==> src/rtl/core/msfd_pkg.sv <==
// shared types and constants for the mode s field decoder
// no dependencies
package msfd_pkg;

  localparam logic [23:0] GEN_LOW = 24'hFFF409;
  localparam int STORE_DEPTH = 14;

  typedef enum logic [1:0] {ST_OK = 2'd0, ST_LEN = 2'd1, ST_PAR = 2'd2} status_t;

  typedef enum logic [2:0] {
    CT_NONE = 3'd0, CT_ALT = 3'd1, CT_SQK = 3'd2, CT_CALL = 3'd3,
    CT_VEL = 3'd4, CT_SURF = 3'd5, CT_AIRP = 3'd6
  } content_t;

  // one finished message handed from front to back
  typedef struct packed {
    logic [111:0] msg;
    logic [3:0]   len;
    logic [23:0]  parity;
  } msg_rec_t;

  // fold one byte into the parity remainder
  function automatic logic [23:0] fold_byte(input logic [23:0] acc, input logic [7:0] b);
    logic [23:0] a;
    logic        top;
    a = acc;
    for (int k = 7; k >= 0; k--) begin
      top = a[23];
      a = {a[22:0], b[k]};
      if (top) a = a ^ GEN_LOW;
    end
    return a;
  endfunction

  // callsign character map, zero means skipped
  function automatic logic [7:0] char_map(input logic [5:0] c);
    logic [7:0] r;
    r = 8'd0;
    if (c >= 6'd1 && c <= 6'd26) r = 8'd64 + {2'b00, c};
    else if (c == 6'd32) r = 8'd32;
    else if (c >= 6'd48 && c <= 6'd57) r = {2'b00, c};
    return r;
  endfunction

  function automatic logic [15:0] surface_movement(input logic [6:0] v);
    logic [15:0] r;
    logic [15:0] x;
    x = {9'd0, v};
    if (v == 7'd1) r = 16'd0;
    else if (v >= 7'd2 && v <= 7'd8) r = x - 16'd1;
    else if (v >= 7'd9 && v <= 7'd12) r = 16'd8 + ((x - 16'd8) << 1);
    else if (v >= 7'd13 && v <= 7'd38) r = 16'd16 + ((x - 16'd12) << 2);
    else if (v >= 7'd39 && v <= 7'd93) r = 16'd120 + ((x - 16'd38) << 3);
    else if (v >= 7'd94 && v <= 7'd108) r = 16'd560 + ((x - 16'd93) << 4);
    else if (v >= 7'd109 && v <= 7'd123) r = 16'd800 + 16'(40 * (x - 16'd108));
    else if (v == 7'd124) r = 16'd1400;
    else r = 16'hFFFF;
    return r;
  endfunction

endpackage

==> src/rtl/core/msfd_front.sv <==
// front: collects bytes, byte count and running parity
// depends on msfd_pkg
module msfd_front import msfd_pkg::*; (
  input  logic       clk,
  input  logic       rst,
  input  logic       start,
  input  logic [7:0] rx_byte,
  input  logic       last_byte,
  output logic       rec_valid,
  output msg_rec_t   rec
);

  logic [7:0]  store [STORE_DEPTH];
  logic [3:0]  byte_count;
  logic [23:0] parity;
  logic [3:0]  count_next;
  logic [23:0] parity_next;
  logic [111:0] flat;

  always_comb begin
    count_next = (byte_count < 4'd15) ? byte_count + 4'd1 : byte_count;
    parity_next = (byte_count < 4'(STORE_DEPTH)) ? fold_byte(parity, rx_byte) : parity;
    for (int i = 0; i < STORE_DEPTH; i++) begin
      if (byte_count == 4'(i)) flat[111-8*i -: 8] = rx_byte;
      else flat[111-8*i -: 8] = store[i];
    end
  end

  // byte store, written in place
  always_ff @(posedge clk) begin
    if (start && byte_count < 4'(STORE_DEPTH)) store[byte_count] <= rx_byte;
    if (start && last_byte) begin
      rec.msg <= flat;
      rec.len <= count_next;
      rec.parity <= parity_next;
    end
  end

  // count, parity and handoff
  always_ff @(posedge clk) begin
    if (rst) begin
      byte_count <= '0;
      parity <= '0;
      rec_valid <= 1'b0;
    end else begin
      rec_valid <= start && last_byte;
      if (start) begin
        if (last_byte) begin
          byte_count <= '0;
          parity <= '0;
        end else begin
          byte_count <= count_next;
          parity <= parity_next;
        end
      end
    end
  end

endmodule

==> src/rtl/core/msfd_back.sv <==
// back: decodes one finished message into a record
// depends on msfd_pkg
module msfd_back import msfd_pkg::*; (
  input  logic               clk,
  input  logic               rst,
  input  logic               rec_valid,
  input  msg_rec_t           rec,
  output logic               done,
  output logic [1:0]         status,
  output logic [4:0]         downlink_format,
  output logic [23:0]        aircraft_address,
  output logic [2:0]         content,
  output logic [1:0]         airborne_state,
  output logic signed [16:0] altitude_feet,
  output logic               altitude_valid,
  output logic [63:0]        identity_word,
  output logic signed [17:0] first_value,
  output logic signed [17:0] second_value,
  output logic signed [15:0] third_value,
  output logic [11:0]        flag_bits
);

  logic [111:0] m;
  logic [4:0] df;
  logic [7:0] m2, m3, m5, m6;
  logic [1:0] st_n;
  logic [23:0] addr_n;
  logic [2:0] ct_n;
  logic [1:0] air_n;
  logic [16:0] alt_n;
  logic altv_n;
  logic [63:0] id_n;
  logic [17:0] v1_n, v2_n;
  logic [15:0] v3_n;
  logic [11:0] fl_n;
  logic [4:0] tc;
  logic [2:0] st, ca;
  logic [9:0] ew, ns;
  logic [8:0] vr;
  logic [10:0] n11;
  logic [2:0] sa, sb, sc, sd;
  logic [13:0] sq;
  logic [63:0] cw;
  logic [7:0] ch;

  always_comb begin
    m = rec.msg;
    df = m[111:107];
    m2 = m[95:88]; m3 = m[87:80]; m5 = m[71:64]; m6 = m[63:56];
    ca = m[106:104];
    tc = m[79:75];
    st = m[74:72];
    ew = m[65:56]; ns = m[54:45]; vr = m[42:34];
    st_n = ST_OK; addr_n = '0; ct_n = CT_NONE; air_n = 2'd2; alt_n = '0; altv_n = 1'b0;
    id_n = '0; v1_n = '0; v2_n = '0; v3_n = 16'hFFFF; fl_n = '0;
    n11 = '0;
    sa = {m3[7], m2[1], m2[3]};
    sb = {m3[1], m3[3], m3[5]};
    sc = {m2[0], m2[2], m2[4]};
    sd = {m3[0], m3[2], m3[4]};
    sq = {11'd0, sa} * 14'd1000 + {11'd0, sb} * 14'd100 + {11'd0, sc} * 14'd10
       + {11'd0, sd};
    // callsign packing, skipped characters close up
    cw = '0;
    for (int i = 0; i < 8; i++) begin
      ch = char_map(m[71-6*i -: 6]);
      if (ch != 8'd0) cw = {cw[55:0], ch};
    end
    for (int i = 0; i < 8; i++) if (cw[63:56] == 8'd0 && cw != '0) cw = cw << 8;
    if (rec.len != (df[4] ? 4'd14 : 4'd7)) begin
      st_n = ST_LEN;
    end else if (df == 5'd0 || df == 5'd4 || df == 5'd20) begin
      addr_n = rec.parity; ct_n = CT_ALT;
      if (!m3[6] && m3[4]) begin
        n11 = {m2[4:0], m3[7], m3[5], m3[3:0]};
        alt_n = 17'(25 * {6'd0, n11}) - 17'd1000;
        altv_n = 1'b1;
      end
    end else if (df == 5'd5 || df == 5'd21) begin
      addr_n = rec.parity; ct_n = CT_SQK;
      id_n = {50'd0, sq};
    end else if (df == 5'd11) begin
      addr_n = m[103:80];
      if (ca == 3'd4) air_n = 2'd0;
      else if (ca == 3'd5) air_n = 2'd1;
      if (rec.parity != '0) st_n = ST_PAR;
    end else if (df == 5'd17 || df == 5'd18) begin
      addr_n = m[103:80];
      if (rec.parity != '0) st_n = ST_PAR;
      else if (tc >= 5'd1 && tc <= 5'd4) begin
        ct_n = CT_CALL; id_n = cw;
      end else if (tc == 5'd19) begin
        if (st == 3'd1 || st == 3'd2) begin
          ct_n = CT_VEL; air_n = 2'd1;
          if (ew != '0 && ns != '0) begin
            v1_n = m[66] ? 18'(-({8'd0, ew} - 18'd1)) : {8'd0, ew} - 18'd1;
            v2_n = m[55] ? 18'(-({8'd0, ns} - 18'd1)) : {8'd0, ns} - 18'd1;
            fl_n[2] = 1'b1;
            if (st == 3'd2) fl_n[1] = 1'b1;
          end
          if (vr != '0) begin
            v3_n = 16'({7'd0, vr} - 16'd1) << 6;
            if (m[43]) v3_n = -v3_n;
            fl_n[3] = 1'b1;
          end
        end
      end else if (tc >= 5'd5 && tc <= 5'd18) begin
        if (tc <= 5'd8) begin
          ct_n = CT_SURF; air_n = 2'd0;
          if (m[67]) fl_n[11:4] = {m[66:60], 1'b1};
          v3_n = surface_movement(m[74:68]);
        end else begin
          ct_n = CT_AIRP; air_n = 2'd1;
          if (m5[0]) begin
            n11 = {m5[7:1], m6[7:4]};
            alt_n = 17'(25 * {6'd0, n11}) - 17'd1000;
            altv_n = 1'b1;
          end
        end
        fl_n[0] = m[58];
        v1_n = {1'b0, m[57:41]};
        v2_n = {1'b0, m[40:24]};
      end
    end
  end

  always_ff @(posedge clk) begin
    if (rst) done <= 1'b0;
    else done <= rec_valid;
    if (rec_valid) begin
      status <= st_n; downlink_format <= df; aircraft_address <= addr_n;
      content <= ct_n; airborne_state <= air_n; altitude_feet <= alt_n;
      altitude_valid <= altv_n; identity_word <= id_n; first_value <= v1_n;
      second_value <= v2_n; third_value <= v3_n; flag_bits <= fl_n;
    end
  end

`ifndef SYNTHESIS
  a_done: assert property (@(posedge clk) disable iff (rst) rec_valid |=> done)
    else $error("record lost");
  a_nodone: assert property (@(posedge clk) disable iff (rst) !rec_valid |=> !done)
    else $error("spurious record");
  a_st: assert property (@(posedge clk) disable iff (rst) done |-> status != 2'd3)
    else $error("bad status");
`endif

endmodule

==> src/rtl/core/mode_s_message_field_decoder.sv <==
// top level of the mode s field decoder: one byte per cycle; the record
// is registered in the front, then in the back, after the request carrying last_byte; never busy.
// throughput one byte per cycle; synchronous reset clears count and parity.
// the receiver cannot stall; each record shows for one cycle on done
module mode_s_message_field_decoder import msfd_pkg::*; (
  input  logic               clk,
  input  logic               rst,
  input  logic               start,
  output logic               busy,
  input  logic [7:0]         rx_byte,
  input  logic               last_byte,
  output logic               done,
  output logic [1:0]         status,
  output logic [4:0]         downlink_format,
  output logic [23:0]        aircraft_address,
  output logic [2:0]         content,
  output logic [1:0]         airborne_state,
  output logic signed [16:0] altitude_feet,
  output logic               altitude_valid,
  output logic [63:0]        identity_word,
  output logic signed [17:0] first_value,
  output logic signed [17:0] second_value,
  output logic signed [15:0] third_value,
  output logic [11:0]        flag_bits
);

  logic rec_valid;
  msg_rec_t rec;

  assign busy = 1'b0;

  msfd_front u_front (.clk, .rst, .start, .rx_byte, .last_byte, .rec_valid, .rec);
  msfd_back u_back (.clk, .rst, .rec_valid, .rec, .done, .status, .downlink_format,
    .aircraft_address, .content, .airborne_state, .altitude_feet, .altitude_valid,
    .identity_word, .first_value, .second_value, .third_value, .flag_bits);

endmodule

==> config.mk <==
export PLATFORM = sky130hd
export DESIGN_NAME = mode_s_message_field_decoder
export DESIGN_NICKNAME = d
export VERILOG_FILES = /design/src/rtl/core/msfd_pkg.sv /design/src/rtl/core/msfd_front.sv /design/src/rtl/core/msfd_back.sv /design/src/rtl/core/mode_s_message_field_decoder.sv
export SDC_FILE = /design/constraint.sdc
export NUM_CORES = 1
export LEC_CHECK = 0
export BUFFER_PORTS_ARGS = -buffer_cell sky130_fd_sc_hd__buf_2
export CORE_ASPECT_RATIO = 0.75
export CORE_UTILIZATION = 55
export DETAILED_ROUTE_END_ITERATION = 6
export GPL_TIMING_DRIVEN = 0
export PLACE_DENSITY = 0.84
export SETUP_SLACK_MARGIN = 0.05
export SLEW_MARGIN = 20
export SYNTH_ARGS = -nofsm -noshare
export SYNTH_HDL_FRONTEND = slang
export SYNTH_SLANG_ARGS = --single-unit
==> constraint.sdc <==
create_clock -name clk -period 9.9 [get_ports clk]
set_input_delay 1.485 -clock clk [delete_from_list [all_inputs] [get_ports clk]]
set_output_delay 1.485 -clock clk [all_outputs]
set_load 0.02 [all_outputs]
---- Word-level counts from Yosys, hierarchy flattened ----
Memory sizes are Yosys's and may differ from the RTL's. A register that Yosys moved wholly into a read port is not among the register bits.
Index checks and enable logic that the tools add are counted.
word-level totals
  memories ................................ 1
  latch bits .............................. 0
  input port bits ......................... 12
  RAM bits ................................ 112
  output and inout port bits .............. 184
  bits in registers ....................... 240
  bits in read-only memories .............. 0
operators by class
  equal/unequal tests ..................... 23
  reductions and logical operators ........ 80
  add/sub/neg operators ................... 31
  bitwise logic cells ..................... 16
  multipliers ............................. 6
  divide/modulo/power cells ............... 0
  muxes and demuxes ....................... 139
  magnitude comparators ................... 51
  shift operators ......................... 0
memory list
  name           words  bits a word  read ports  clocked after memory_dff  write ports  RTL line          RTL
  u_front.store  14     8            11          11                        1            msfd_front.sv:13  logic [7:0] store [STORE_DEPTH];
operators by type and width
  cell                      number
  $mux W64                  15
  $reduce_bool A64 Y1       8
  $mux W24                  14
  $mux W16                  14
  $mux W17                  13
  $mux W18                  8
  $mux W8                   15
  $not A15 Y15              8
  $mux W14                  5
  $add A7 B6 Y8 const A     8
  $logic_not A8 Y1          8
  $reduce_bool A8 Y1        8
  $mux W6                   10
  $eq A6 B6 Y1 const B      8
  $ge A6 B1 Y1 const B      8
  $ge A6 B6 Y1 const B      8
  $le A6 B5 Y1 const B      8
  $le A6 B6 Y1 const B      8
  $mux W2                   19
  $logic_and A1 B1 Y1       36
  $neg A18 Y18              2
  $sub A16 B10 Y17 const B  2
  $add A10 B16 Y16 const A  2
  $mul A3 B32 Y13 const A   1
  other kinds (56)          110

---- Longest topological paths before layout ----
Gate-level depths: netlist of the first run.
  depth in word-level cells ............... 43
  depth in mapped cells ................... 27
  mapped depth without buffers ............ 22

---- Modules after synthesis ----
Synthesis of the first run repeated with hierarchy kept, for this count alone.
unflattened totals
  cell total of the unflattened synthesis .. 3284
  area, all modules ....................... 32138.3 µm²
by module, submodules not included
  module                        times used  cells an instance  area each (µm²)
  msfd_back                     1           2641               21181.6
  msfd_front                    1           641                10945.5
  mode_s_message_field_decoder  1           2                  11.3

---- Worst setup path before layout of the first run ----
No wires, ideal clock.
  path kind ............................... reg2reg
  from .................................... register, netlist name u_front.rec[96]
  to ...................................... register u_back.identity_word[49] (data pin)
  path slack .............................. 3650 ps
  cell stages (with the launch flop) ...... 26
  required time ........................... 9643 ps
  clock period less this slack ............ 6250 ps
  buffers on the path ..................... 5
  setup time .............................. 257 ps
  arrival time ............................ 5993 ps
  cells stage by stage .................... edfxtp_1 -> clkinv_1 -> ha_1 -> a21o_1 -> a31o_2 -> clkbuf_1 -> o22ai_1 -> clkbuf_1 -> a311oi_1 -> or3_1 -> a21oi_1 -> nor2_1 -> and4_1 -> nor3_4 -> a221oi_2 -> or4_1 -> buf_2 -> buf_6 -> o31ai_4 -> a2bb2oi_2 -> nand2_1 -> or3b_1 -> nor3_4 -> buf_6 -> mux2i_1 -> nor2_1
between the ends
  word-level cells in the longest chain between the ends .. 38
ends and longest elaborated chain
  what                                                            RTL line          RTL
  $ge A6 B6 Y1 / $le A6 B6 Y1 (equally long branches)             msfd_pkg.sv:41    else if (c >= 6'd48 && c <= 6'd57) r = {2'b00, c};
  $logic_and A1 B1 Y1                                             msfd_pkg.sv:41
  $mux W6                                                         msfd_pkg.sv:41
  $mux W6                                                         msfd_pkg.sv:40    else if (c == 6'd32) r = 8'd32;
  $mux W8 (*)                                                     msfd_pkg.sv:39    if (c >= 6'd1 && c <= 6'd26) r = 8'd64 + {2'b00, c};
  $reduce_bool A8 Y1                                              msfd_back.sv:67   if (ch != 8'd0) cw = {cw[55:0], ch};
  $mux W8 (*)                                                     msfd_back.sv:67
  $mux W64 (*) (7 in a row)                                       msfd_back.sv:67
  (+16 left out)                                                  n/a
  $logic_and A1 B1 Y1                                             msfd_back.sv:69   for (int i = 0; i < 8; i++) if (cw[63:56] == 8'd0 && cw != '0) cw = cw << 8;
  $mux W64 (*)                                                    msfd_back.sv:69
  $reduce_bool A64 Y1 / $logic_not A8 Y1 (equally long branches)  msfd_back.sv:69
  $logic_and A1 B1 Y1                                             msfd_back.sv:69
  $mux W64 (*)                                                    msfd_back.sv:69
  $reduce_bool A64 Y1 / $logic_not A8 Y1 (equally long branches)  msfd_back.sv:69
  $logic_and A1 B1 Y1                                             msfd_back.sv:69
  $mux W64 (*)                                                    msfd_back.sv:69
  end signal: assignment                                          msfd_back.sv:133  altitude_valid <= altv_n; identity_word <= id_n; first_value <= v1_n;
  end: declaration                                                msfd_back.sv:16   output logic [63:0] identity_word,
Mark *: on every way between the ends. The rest lies on a longest branch, timed or not.
A chain may end at the register's enable or synchronous reset.

---- Final worst setup path of the first run ----
  from .................................... register, netlist name u_front.rec[97]
  to ...................................... register u_back.identity_word[50] (data pin)
between the ends
  word-level cells in the longest chain between the ends .. 38
ends and longest elaborated chain
  what                                                            RTL line
  $ge A6 B6 Y1 / $le A6 B6 Y1 (equally long branches)             msfd_pkg.sv:41
  $logic_and A1 B1 Y1                                             msfd_pkg.sv:41
  $mux W6                                                         msfd_pkg.sv:41
  $mux W6                                                         msfd_pkg.sv:40
  $mux W8 (*)                                                     msfd_pkg.sv:39
  $reduce_bool A8 Y1                                              msfd_back.sv:67
  $mux W8 (*)                                                     msfd_back.sv:67
  $mux W64 (*) (7 in a row)                                       msfd_back.sv:67
  (+16 left out)                                                  n/a
  $logic_and A1 B1 Y1                                             msfd_back.sv:69
  $mux W64 (*)                                                    msfd_back.sv:69
  $reduce_bool A64 Y1 / $logic_not A8 Y1 (equally long branches)  msfd_back.sv:69
  $logic_and A1 B1 Y1                                             msfd_back.sv:69
  $mux W64 (*)                                                    msfd_back.sv:69
  $reduce_bool A64 Y1 / $logic_not A8 Y1 (equally long branches)  msfd_back.sv:69
  $logic_and A1 B1 Y1                                             msfd_back.sv:69
  $mux W64 (*)                                                    msfd_back.sv:69
Marks and branches as above.

==> key figures, run 1 <==
Clock network
  • Number of buffers inserted for hold repair after clock tree synthesis: 0
  • Clock H-tree levels: 2
  • Total CTS buffers: 39
  • Root Buffer: sky130_fd_sc_hd__clkbuf_16
  • CTS clk-pin slew, worst paths: 0.06 ns
  • Latest clock arrival within the worst-skew pair: 0.61 ns
  • Sink count of the clock tree: 409
  • Longest Clk Path Bufs: 3
  • TritonCTS clock tree: done

Cells and area
  • Multi-input gate area in the final layout: 16500 um^2
  • Layout cells sized above 1: 12.8%
  • Layout Cells excl Fill: 4124
  • Fill cell instance count of the final layout: 4461
  • Fin nets: 3578
  • Area taken by flip-flops and latches: 12000 um^2
  • Area added between synthesis and finish: 11.3%
  • Area of all placed cells without fillers: 33100 um^2

Synth
  • Sequential-to-total area share from yosys stat: 40.3%
  • Top-area cell type share of the netlist area: 38.3%
  • Post-synth design cell area: 29700 um^2
  • Number of warnings reported in the yosys synthesis log: 0
  • Post-synth EDFFs: 379
  • Synthesized instance count: 3141
  • Distinct cells, synth: 107
  • Synthesized area per cell: 9.46 um^2
  • Leading area contributor after synthesis: sky130_fd_sc_hd__edfxtp_1
  • Most frequently used flop master after synthesis: sky130_fd_sc_hd__edfxtp_1
  • Synth Register Bits: 409
  • Async set or reset register ratio after synthesis: 0%
  • Top cells by area in the synthesized netlist: sky130_fd_sc_hd__edfxtp_1 (38%), sky130_fd_sc_hd__ha_1 (6.7%), sky130_fd_sc_hd__nand2_1 (3.8%), sky130_fd_sc_hd__xnor2_1 (3.7%), sky130_fd_sc_hd__mux2_2 (3.4%)

Timing
  • Setup violations, final: 0
  • Number of max-slew violations in the final report: 0
  • Max transition margin: 11.2%
  • Actual transition at the worst max-transition pin: 1.32 ns
  • Fraction of the cycle the final worst path needs: 97.1%
  • Number of endpoints with negative hold slack in the final report: 0
  • Max Clock Freq: 0.104 GHz
  • Clock period minus worst slack: 9.61 ns
  • Sum of negative setup slack: 0 ns
  • Unrepaired setup endpoints after global routing: false
  • Final clock skew: 0.0264 ns

Global route
  • First-pass GRT wire length: 165000 um
  • Total global routing overflow: 0
  • GRT Resource Usage Total: 40.1%
  • Vias in the first global route: 25700
  • Pin count of the biggest net entering global routing: 61
  • Antenna violations before repair: 3

Worst setup path
  • Most Frequent Cell on Critical Path: sky130_fd_sc_hd__clkbuf_1
  • Worst reg-to-reg path cell count: 24
  • Endpoint type of the worst setup path: flop
  • Data required time at the worst endpoint: 10.36 ns
  • Type of the worst setup path: reg -> reg
  • CP cell instances: clkbuf_1 -> inv_1 -> ha_1 -> clkbuf_1 -> and3_1 -> a31oi_1 -> a32oi_1 -> nand2_1 -> o211ai_1 -> a221oi_1 -> a31oi_1 -> a221oi_1 -> nor3_1 -> nor4_1 -> and4_1 -> buf_2 -> clkbuf_1 -> buf_1 -> buf_2 -> nor2_1 -> a211oi_2 -> mux2i_1 -> mux2_2 -> nor2_1
  • Critical path's largest stage delay: 1.01 ns
  • Largest fanout of any net on the critical path: 11
  • Cell at the slowest stage of the critical path: sky130_fd_sc_hd__a221oi_1
  • Arr. time, crit path: 10.06 ns
  • Type of element launching the critical path: flop

Drt
  • Routed WL per cell: 27.5 um
  • Number of DRC violations after detailed-routing iteration 0: 4282
  • DRC violation count after routing: 1
  • Vias per cell: 6.79
  • Residual antenna-violating net count after detailed routing: 0
  • Routed Wire Length: 113000 um
  • Number of search-and-repair iterations in the first detailed-routing pass: 7
  • Vias after detailed routing: 28000

Floorplanning
  • Top-level I/O count: 196
  • Area of the die: 55000 um^2
  • Number of placement rows: 73
  • Starting Density: 55.9%
  • Die width: 270 um
  • Core area: 53200 um^2
  • Height of the chip: 203 um

Place
  • Routability cong.: 1.08
  • HPWL reported at the end of detailed placement: 88100 um
  • Count of placed standard cells including taps: 4051
  • Port Buffers: 186
  • Cell area reported after detailed placement: 31700 um^2

Power and ir drop
  • VDD IR-drop max: 0.000205 V
  • Total leakage power: 12.3 nW
  • Sequential power share: 42.7%
  • Power Density: 138 nW/um^2
  • Fraction of power consumed by the clock network: 34.6%
  • Net Sw Power: 0.00146 W
  • Power Internal: 0.00312 W
  • Switch share: 31.9%
  • Combinational share of power: 22.8%

Status
  • Violations in the final reports: DRC
  • Result of the run: complete, but fails checks

Hold path
  • Hold Path Depth: 2
  • Type of the most critical hold path: reg -> reg

Flow run
  • Max-cap check violation count: 0
per-stage QoR:
step	worst slack [ns]	total power, W	hold WS (ns)	util (%)
after floorplan	3.65	0.00264	0.450	-
after global placement	0.415	0.00296	0.501	59.4
after detailed placement	0.523	0.00296	0.501	59.7
after CTS	0.472	0.00451	0.517	62.1
after global routing	0.0651	0.00468	0.544	62.2
final	0.292	0.00458	0.517	62.2
cell type report:
cell class	count	area share, %
diodes	3	0.0227
repair buffers	191	3.21
clock inverters	24	0.919
multi-input cells	2393	49.7
inverters	162	1.84
well taps	712	2.69
plain buffers	184	2.33
flip-flops and latches	409	36.2
clock buffers	46	3.03
power by group through the flow:
stage	clock (W)	combinational (W)	sequential, W
after floorplan	0	0.000631	0.00201
after global placement	0	0.000950	0.00201
after detailed placement	0	0.000970	0.00199
after CTS	0.00158	0.000979	0.00195
after global routing	0.00164	0.00109	0.00196
final	0.00158	0.00104	0.00195
cell usage after synthesis, types with 49 or more instances:
cell	instances
sky130_fd_sc_hd__edfxtp_1	379
sky130_fd_sc_hd__nand2_1	304
sky130_fd_sc_hd__nor2_1	267
sky130_fd_sc_hd__o21ai_0	200
sky130_fd_sc_hd__a21oi_1	190
sky130_fd_sc_hd__inv_1	160
sky130_fd_sc_hd__ha_1	159
sky130_fd_sc_hd__clkbuf_1	135
sky130_fd_sc_hd__xnor2_1	125
sky130_fd_sc_hd__mux2_2	89
sky130_fd_sc_hd__nand3_1	81
sky130_fd_sc_hd__xor2_1	56
sky130_fd_sc_hd__nor2b_1	53
sky130_fd_sc_hd__nor3_1	52
sky130_fd_sc_hd__a22oi_1	49
path summary, 6_finish.rpt:
check,endpoint,slack [ns],from
setup / recovery,u_back.identity_word[50]$_SDFFCE_PP0P_,0.29,u_front.rec[97]$_DFFE_PP_
hold / removal,u_front.rec[82]$_DFFE_PP_,0.52,u_front.store[7][6]$_DFFE_PP_
setup reg to reg,u_back.identity_word[50]$_SDFFCE_PP0P_,0.29,u_front.rec[97]$_DFFE_PP_
hold reg to reg,u_front.rec[82]$_DFFE_PP_,0.52,u_front.store[7][6]$_DFFE_PP_
layer usage:
| layer | global-route usage [%] | share of wire (%) |
|---|---|---|
| met5 | 3.68 | 0.27 |
| met4 | 13.2 | 3.6 |
| met3 | 15.6 | 16 |
| met2 | 54.1 | 39 |
| met1 | 57.8 | 41 |
sequential cells by signal, summed over array words and instances, names as in the netlist, 2 cells and up:
register	flops
u_back.airborne_state	2
u_back.aircraft_address	24
u_back.altitude_feet	17
u_back.content	3
u_back.downlink_format	5
u_back.first_value	18
u_back.flag_bits	12
u_back.identity_word	57
u_back.second_value	18
u_back.status	2
u_back.third_value	16
u_front.byte_count	4
u_front.parity	24
u_front.rec	116
u_front.store	88
cell families after synthesis:
group	count (synthesis)	share of synthesized area [%]
other	1	0.0126
XOR/XNOR	181	5.33
multiplexers	121	4.45
flip-flops	409	40.3
AND/OR/NAND/NOR	976	15.8
buffers and inverters	346	4.64
adder cells (fa/ha/maj)	186	8.51
AO/OA/AOI/OAI	921	20.9
worst max-delay path, delay by kind of cell, from the launching register on:
| kind | cells | cell delay (ns) |
|---|---|---|
| AO/OA/AOI/OAI | 7 | 3.46 |
| flip-flops | 1 | 0.60 |
| adder cells (fa/ha/maj) | 1 | 0.33 |
| buffers and inverters | 7 | 2.91 |
| AND/OR/NAND/NOR | 7 | 1.62 |
| multiplexers | 2 | 0.52 |
placed cells by master, fill, tap and decap left out, types with 28 or more instances in the layout:
cell type / netlist / final
sky130_fd_sc_hd__mux2i_1: 32 / 32
sky130_fd_sc_hd__and3_1: 37 / 37
sky130_fd_sc_hd__nor2b_1: 53 / 53
sky130_fd_sc_hd__inv_1: 160 / 160
sky130_fd_sc_hd__clkbuf_1: 135 / 142
sky130_fd_sc_hd__nand2_1: 304 / 304
sky130_fd_sc_hd__edfxtp_1: 379 / 379
sky130_fd_sc_hd__xnor2_1: 125 / 125
sky130_fd_sc_hd__nand2b_1: 28 / 28
sky130_fd_sc_hd__mux2_2: 89 / 89
sky130_fd_sc_hd__nor2_1: 267 / 267
sky130_fd_sc_hd__o21ai_0: 200 / 200
sky130_fd_sc_hd__nand3_1: 81 / 81
sky130_fd_sc_hd__a31oi_1: 29 / 29
sky130_fd_sc_hd__o22ai_1: 43 / 43
sky130_fd_sc_hd__a211oi_1: 45 / 43
sky130_fd_sc_hd__xor2_1: 56 / 56
sky130_fd_sc_hd__buf_2: 20 / 206
sky130_fd_sc_hd__clkbuf_16: 0 / 39
sky130_fd_sc_hd__nor3_1: 52 / 51
sky130_fd_sc_hd__ha_1: 159 / 159
sky130_fd_sc_hd__o211ai_1: 47 / 47
sky130_fd_sc_hd__a22oi_1: 49 / 49
sky130_fd_sc_hd__a21oi_1: 190 / 189
sky130_fd_sc_hd__dfxtp_1: 30 / 29
sky130_fd_sc_hd__a21o_1: 41 / 41
timing repair:
action                     4_1_cts  5_1_grt
resized for setup                0        5
setup endpoints to repair        0       14
setup buffers                    0        0
(Power assumes the default switching activity.)
==> run 2: changes to the inputs <==
ABC_AREA = 1   (was default)
PLACE_DENSITY = 0.85   (was 0.84)
==> key figures, run 2 <==
Status
  • Result of the run: completed (was complete, but fails checks)

Power and ir drop
  • VDD IR-drop max: 0.000147 V (was 0.000205 V)
  • Power Density: 145 nW/um^2 (was 138 nW/um^2)
  • Total leakage power: 14.0 nW (was 12.3 nW)

Clock network
  • Clock H-tree levels: 2 (unchanged)
  • TritonCTS clock tree: done (unchanged)
  • Post-CTS setup repair buffer count: 0 (unchanged)
  • Total CTS buffers: 41 (was 39)
  • Root Buffer: sky130_fd_sc_hd__clkbuf_16 (unchanged)
  • CTS clk-pin slew, worst paths: 0.07 ns (was 0.06 ns)
  • Sink count of the clock tree: 409 (unchanged)
  • CTS-repair resized insts: 0 (unchanged)
  • Number of buffers inserted for hold repair after clock tree synthesis: 0 (unchanged)
  • Longest Clk Path Bufs: 3 (unchanged)
  • Latest clock arrival within the worst-skew pair: 0.60 ns (was 0.61 ns)

Worst setup path
  • Most Frequent Cell on Critical Path: sky130_fd_sc_hd__nand2_1 (was sky130_fd_sc_hd__clkbuf_1)
  • CP Launch Point: u_front.rec[96]$_DFFE_PP_ (was u_front.rec[97]$_DFFE_PP_)
  • Worst reg-to-reg path cell count: 54 (was 24)
  • Reg-to-Reg End: u_back.identity_word[59]$_SDFFCE_PP0P_ (was u_back.identity_word[50]$_SDFFCE_PP0P_)
  • Type of element launching the critical path: flop (unchanged)
  • Data required time at the worst endpoint: 10.22 ns (was 10.36 ns)
  • Type of the worst setup path: reg -> reg (unchanged)
  • Endpoint type of the worst setup path: flop (unchanged)
  • Worst reg-to-reg setup slack: 1.00 ns (was 0.29 ns)
  • Critical path's largest stage delay: 0.74 ns (was 1.01 ns)
  • Cell at the slowest stage of the critical path: sky130_fd_sc_hd__edfxtp_1 (was sky130_fd_sc_hd__a221oi_1)
  • Reg2reg start: u_front.rec[96]$_DFFE_PP_ (was u_front.rec[97]$_DFFE_PP_)
  • Arr. time, crit path: 9.22 ns (was 10.06 ns)
  • Largest fanout of any net on the critical path: 12 (was 11)

Global route
  • Antenna violations before repair: 1 (was 3)
  • Pin count of the biggest net entering global routing: 76 (was 61)
  • Vias in the first global route: 24500 (was 25700)
  • GRT Resource Usage Total: 33.2% (was 40.1%)
  • Total global routing overflow: 0 (unchanged)
  • First-pass GRT wire length: 138000 um (was 165000 um)

Cells and area
  • Final core utilization: 62.6% (was 62.2%)
  • Top library cells by usage in the layout, fill and taps aside: sky130_fd_sc_hd__nand2_1 (820), sky130_fd_sc_hd__inv_1 (453), sky130_fd_sc_hd__edfxtp_1 (379) (was sky130_fd_sc_hd__edfxtp_1 (379), sky130_fd_sc_hd__nand2_1 (304), sky130_fd_sc_hd__nor2_1 (267))
  • Layout cells sized above 1: 11.8% (was 12.8%)
  • Area added between synthesis and finish: 11.7% (was 11.3%)
  • Number of flip-flops under the largest register name: 116 (unchanged)
  • Top flop regs: u_front.rec x116, u_front.store x88, u_back.identity_word x57 (unchanged)
  • Fill cell instance count of the final layout: 4370 (was 4461)
  • Diode count: 0 (was 3)
  • Area of all placed cells without fillers: 32500 um^2 (was 33100 um^2)
  • Fin nets: 4054 (was 3578)
  • Area taken by flip-flops and latches: 12000 um^2 (unchanged)
  • Multi-input gate area in the final layout: 14500 um^2 (was 16500 um^2)
  • Largest register by flop count: u_front.rec (unchanged)
  • Commonest non-fill, non-tap cell in the layout: sky130_fd_sc_hd__nand2_1 (was sky130_fd_sc_hd__edfxtp_1)

Synth
  • Post-synth design cell area: 29100 um^2 (was 29700 um^2)
  • Sequential-to-total area share from yosys stat: 41.2% (was 40.3%)
  • Post-synth EDFFs: 379 (unchanged)
  • Most frequently used flop master after synthesis: sky130_fd_sc_hd__edfxtp_1 (unchanged)
  • Top cells by area in the synthesized netlist: sky130_fd_sc_hd__edfxtp_1 (39%), sky130_fd_sc_hd__nand2_1 (11%), sky130_fd_sc_hd__ha_1 (6.8%), sky130_fd_sc_hd__inv_1 (5.9%), sky130_fd_sc_hd__o21ai_0 (5.9%) (was sky130_fd_sc_hd__edfxtp_1 (38%), sky130_fd_sc_hd__ha_1 (6.7%), sky130_fd_sc_hd__nand2_1 (3.8%), sky130_fd_sc_hd__xnor2_1 (3.7%), sky130_fd_sc_hd__mux2_2 (3.4%))
  • Leading area contributor after synthesis: sky130_fd_sc_hd__edfxtp_1 (unchanged)
  • Synthesized area per cell: 8.04 um^2 (was 9.46 um^2)
  • Leading cell type by number of instances after synthesis: sky130_fd_sc_hd__nand2_1 (was sky130_fd_sc_hd__edfxtp_1)
  • Async set or reset register ratio after synthesis: 0% (unchanged)
  • Top-area cell type share of the netlist area: 39.1% (was 38.3%)
  • Post-synth top cells: sky130_fd_sc_hd__nand2_1 (820), sky130_fd_sc_hd__inv_1 (454), sky130_fd_sc_hd__edfxtp_1 (379) (was sky130_fd_sc_hd__edfxtp_1 (379), sky130_fd_sc_hd__nand2_1 (304), sky130_fd_sc_hd__nor2_1 (267))
  • Number of warnings reported in the yosys synthesis log: 0 (unchanged)
  • Synth Register Bits: 409 (unchanged)
  • Synthesized instance count: 3616 (was 3141)
  • Distinct cells, synth: 71 (was 107)

Timing
  • Number of max-slew violations in the final report: 0 (unchanged)
  • Actual transition at the worst max-transition pin: 1.13 ns (was 1.32 ns)
  • Fraction of the cycle the final worst path needs: 89.9% (was 97.1%)
  • Max transition margin: 24.1% (was 11.2%)
  • Final clock skew: 0.0164 ns (was 0.0264 ns)
  • Sum of negative setup slack: 0 ns (unchanged)
  • Number of endpoints with negative hold slack in the final report: 0 (unchanged)
  • Clock period minus worst slack: 8.90 ns (was 9.61 ns)
  • Max Clock Freq: 0.112 GHz (was 0.104 GHz)
  • Unrepaired setup endpoints after global routing: false (unchanged)
  • Setup violations, final: 0 (unchanged)

Flow run
  • Max-cap check violation count: 0 (unchanged)

Floorplanning
  • Number of placement rows: 72 (was 73)
  • Height of the chip: 201 um (was 203 um)
  • Die width: 268 um (was 270 um)
  • Starting Density: 56.0% (was 55.9%)
  • Area of the die: 53800 um^2 (was 55000 um^2)
  • Top-level I/O count: 196 (unchanged)
  • Core area: 51900 um^2 (was 53200 um^2)

Drt
  • Number of DRC violations after detailed-routing iteration 0: 3576 (was 4282)
  • Routed Wire Length: 90700 um (was 113000 um)
  • Vias per cell: 5.84 (was 6.79)
  • Routed WL per cell: 19.8 um (was 27.5 um)
  • Number of search-and-repair iterations in the first detailed-routing pass: 6 (was 7)
  • Vias after detailed routing: 26800 (was 28000)
  • Residual antenna-violating net count after detailed routing: 0 (unchanged)
  • DRC violation count after routing: 0 (was 1)

Place
  • HPWL reported at the end of detailed placement: 68000 um (was 88100 um)
  • Port Buffers: 186 (unchanged)
  • Cell area reported after detailed placement: 31000 um^2 (was 31700 um^2)
  • Routability cong.: 1.07 (was 1.08)

Hold path
  • Min-delay src: u_front.parity[11]$_SDFFE_PP0P_ (was u_front.store[7][6]$_DFFE_PP_)
  • End of the worst hold path: u_front.parity[11]$_SDFFE_PP0P_ (was u_front.rec[82]$_DFFE_PP_)
  • Type of the most critical hold path: reg -> reg (unchanged)
  • Hold Path Depth: 2 (unchanged)
## run 2: per-layer routing
layer	part of all wire (%)	global-route usage [%]	vias to the layer above	wire length, um
li1	-	-	12500	-
met1	41	48.2	12400	37600
met2	43	49.6	1691	38700
met3	12	6.49	247	11100
met4	3.7	11.0	2	3320
met5	0.014	0	-	13
## run 2: area by class of cell
type                       instances  share of cell area, %
multi-input combinational       2575                   44.5
inverter                         483                   5.64
timing repair buffer             190                   3.18
buffer                           156                   2.65
clock inverter                    26                   1.18
tap                              703                   2.71
clock buffer                      47                   3.23
sequential                       409                   36.9
## run 2: logic make-up after synthesis
family | synth area share (%)
simple gates | 22.7
xor+xnor | 3.37
flops | 41.2
compound gates | 13.2
buf+inv | 9.23
fa+ha+maj | 8.70
other cells | 0.0129
mux | 1.55
## run 2: stage by stage
step	setup slack (ns)	instances	total power, W	hold slack, ns
finish	1.00	4589	0.00470	0.490
global route	0.380	4589	0.00487	0.513
CTS	1.37	4589	0.00466	0.480
detailed placement	1.40	4516	0.00298	0.470
global placement	1.49	4512	0.00296	0.469
floorplan	3.52	3623	0.00272	0.458
## run 2: how the worst max path moves through the flow
stage	endpoint	slack, ns	cells after the start
after global routing	u_back.identity_word[59]$_SDFFCE_PP0P_	0.38	55
after detailed placement	u_back.identity_word[59]$_SDFFCE_PP0P_	1.40	54
after CTS	u_back.identity_word[59]$_SDFFCE_PP0P_	1.37	54
after global placement	u_back.identity_word[59]$_SDFFCE_PP0P_	1.49	53
final	u_back.identity_word[59]$_SDFFCE_PP0P_	1.00	54
after floorplan	u_back.identity_word[54]$_SDFFCE_PP0P_	3.52	54
## run 2: critical path, delay by kind of cell, from the launching register on
family | cells | cell delay (ns)
simple gates | 43 | 4.68
buf+inv | 8 | 2.01
flops | 1 | 0.74
compound gates | 2 | 0.74
fa+ha+maj | 1 | 0.40
## run 2: where the power goes
| part | switching, W | internal (W) | leakage [nW] |
|---|---|---|---|
| Combinational | 0.000724 | 0.000314 | 9.65 |
| Sequential | 0.0000331 | 0.00192 | 3.67 |
| Clock | 0.000741 | 0.000962 | 0.694 |
| Total | 0.00150 | 0.00320 | 14.0 |
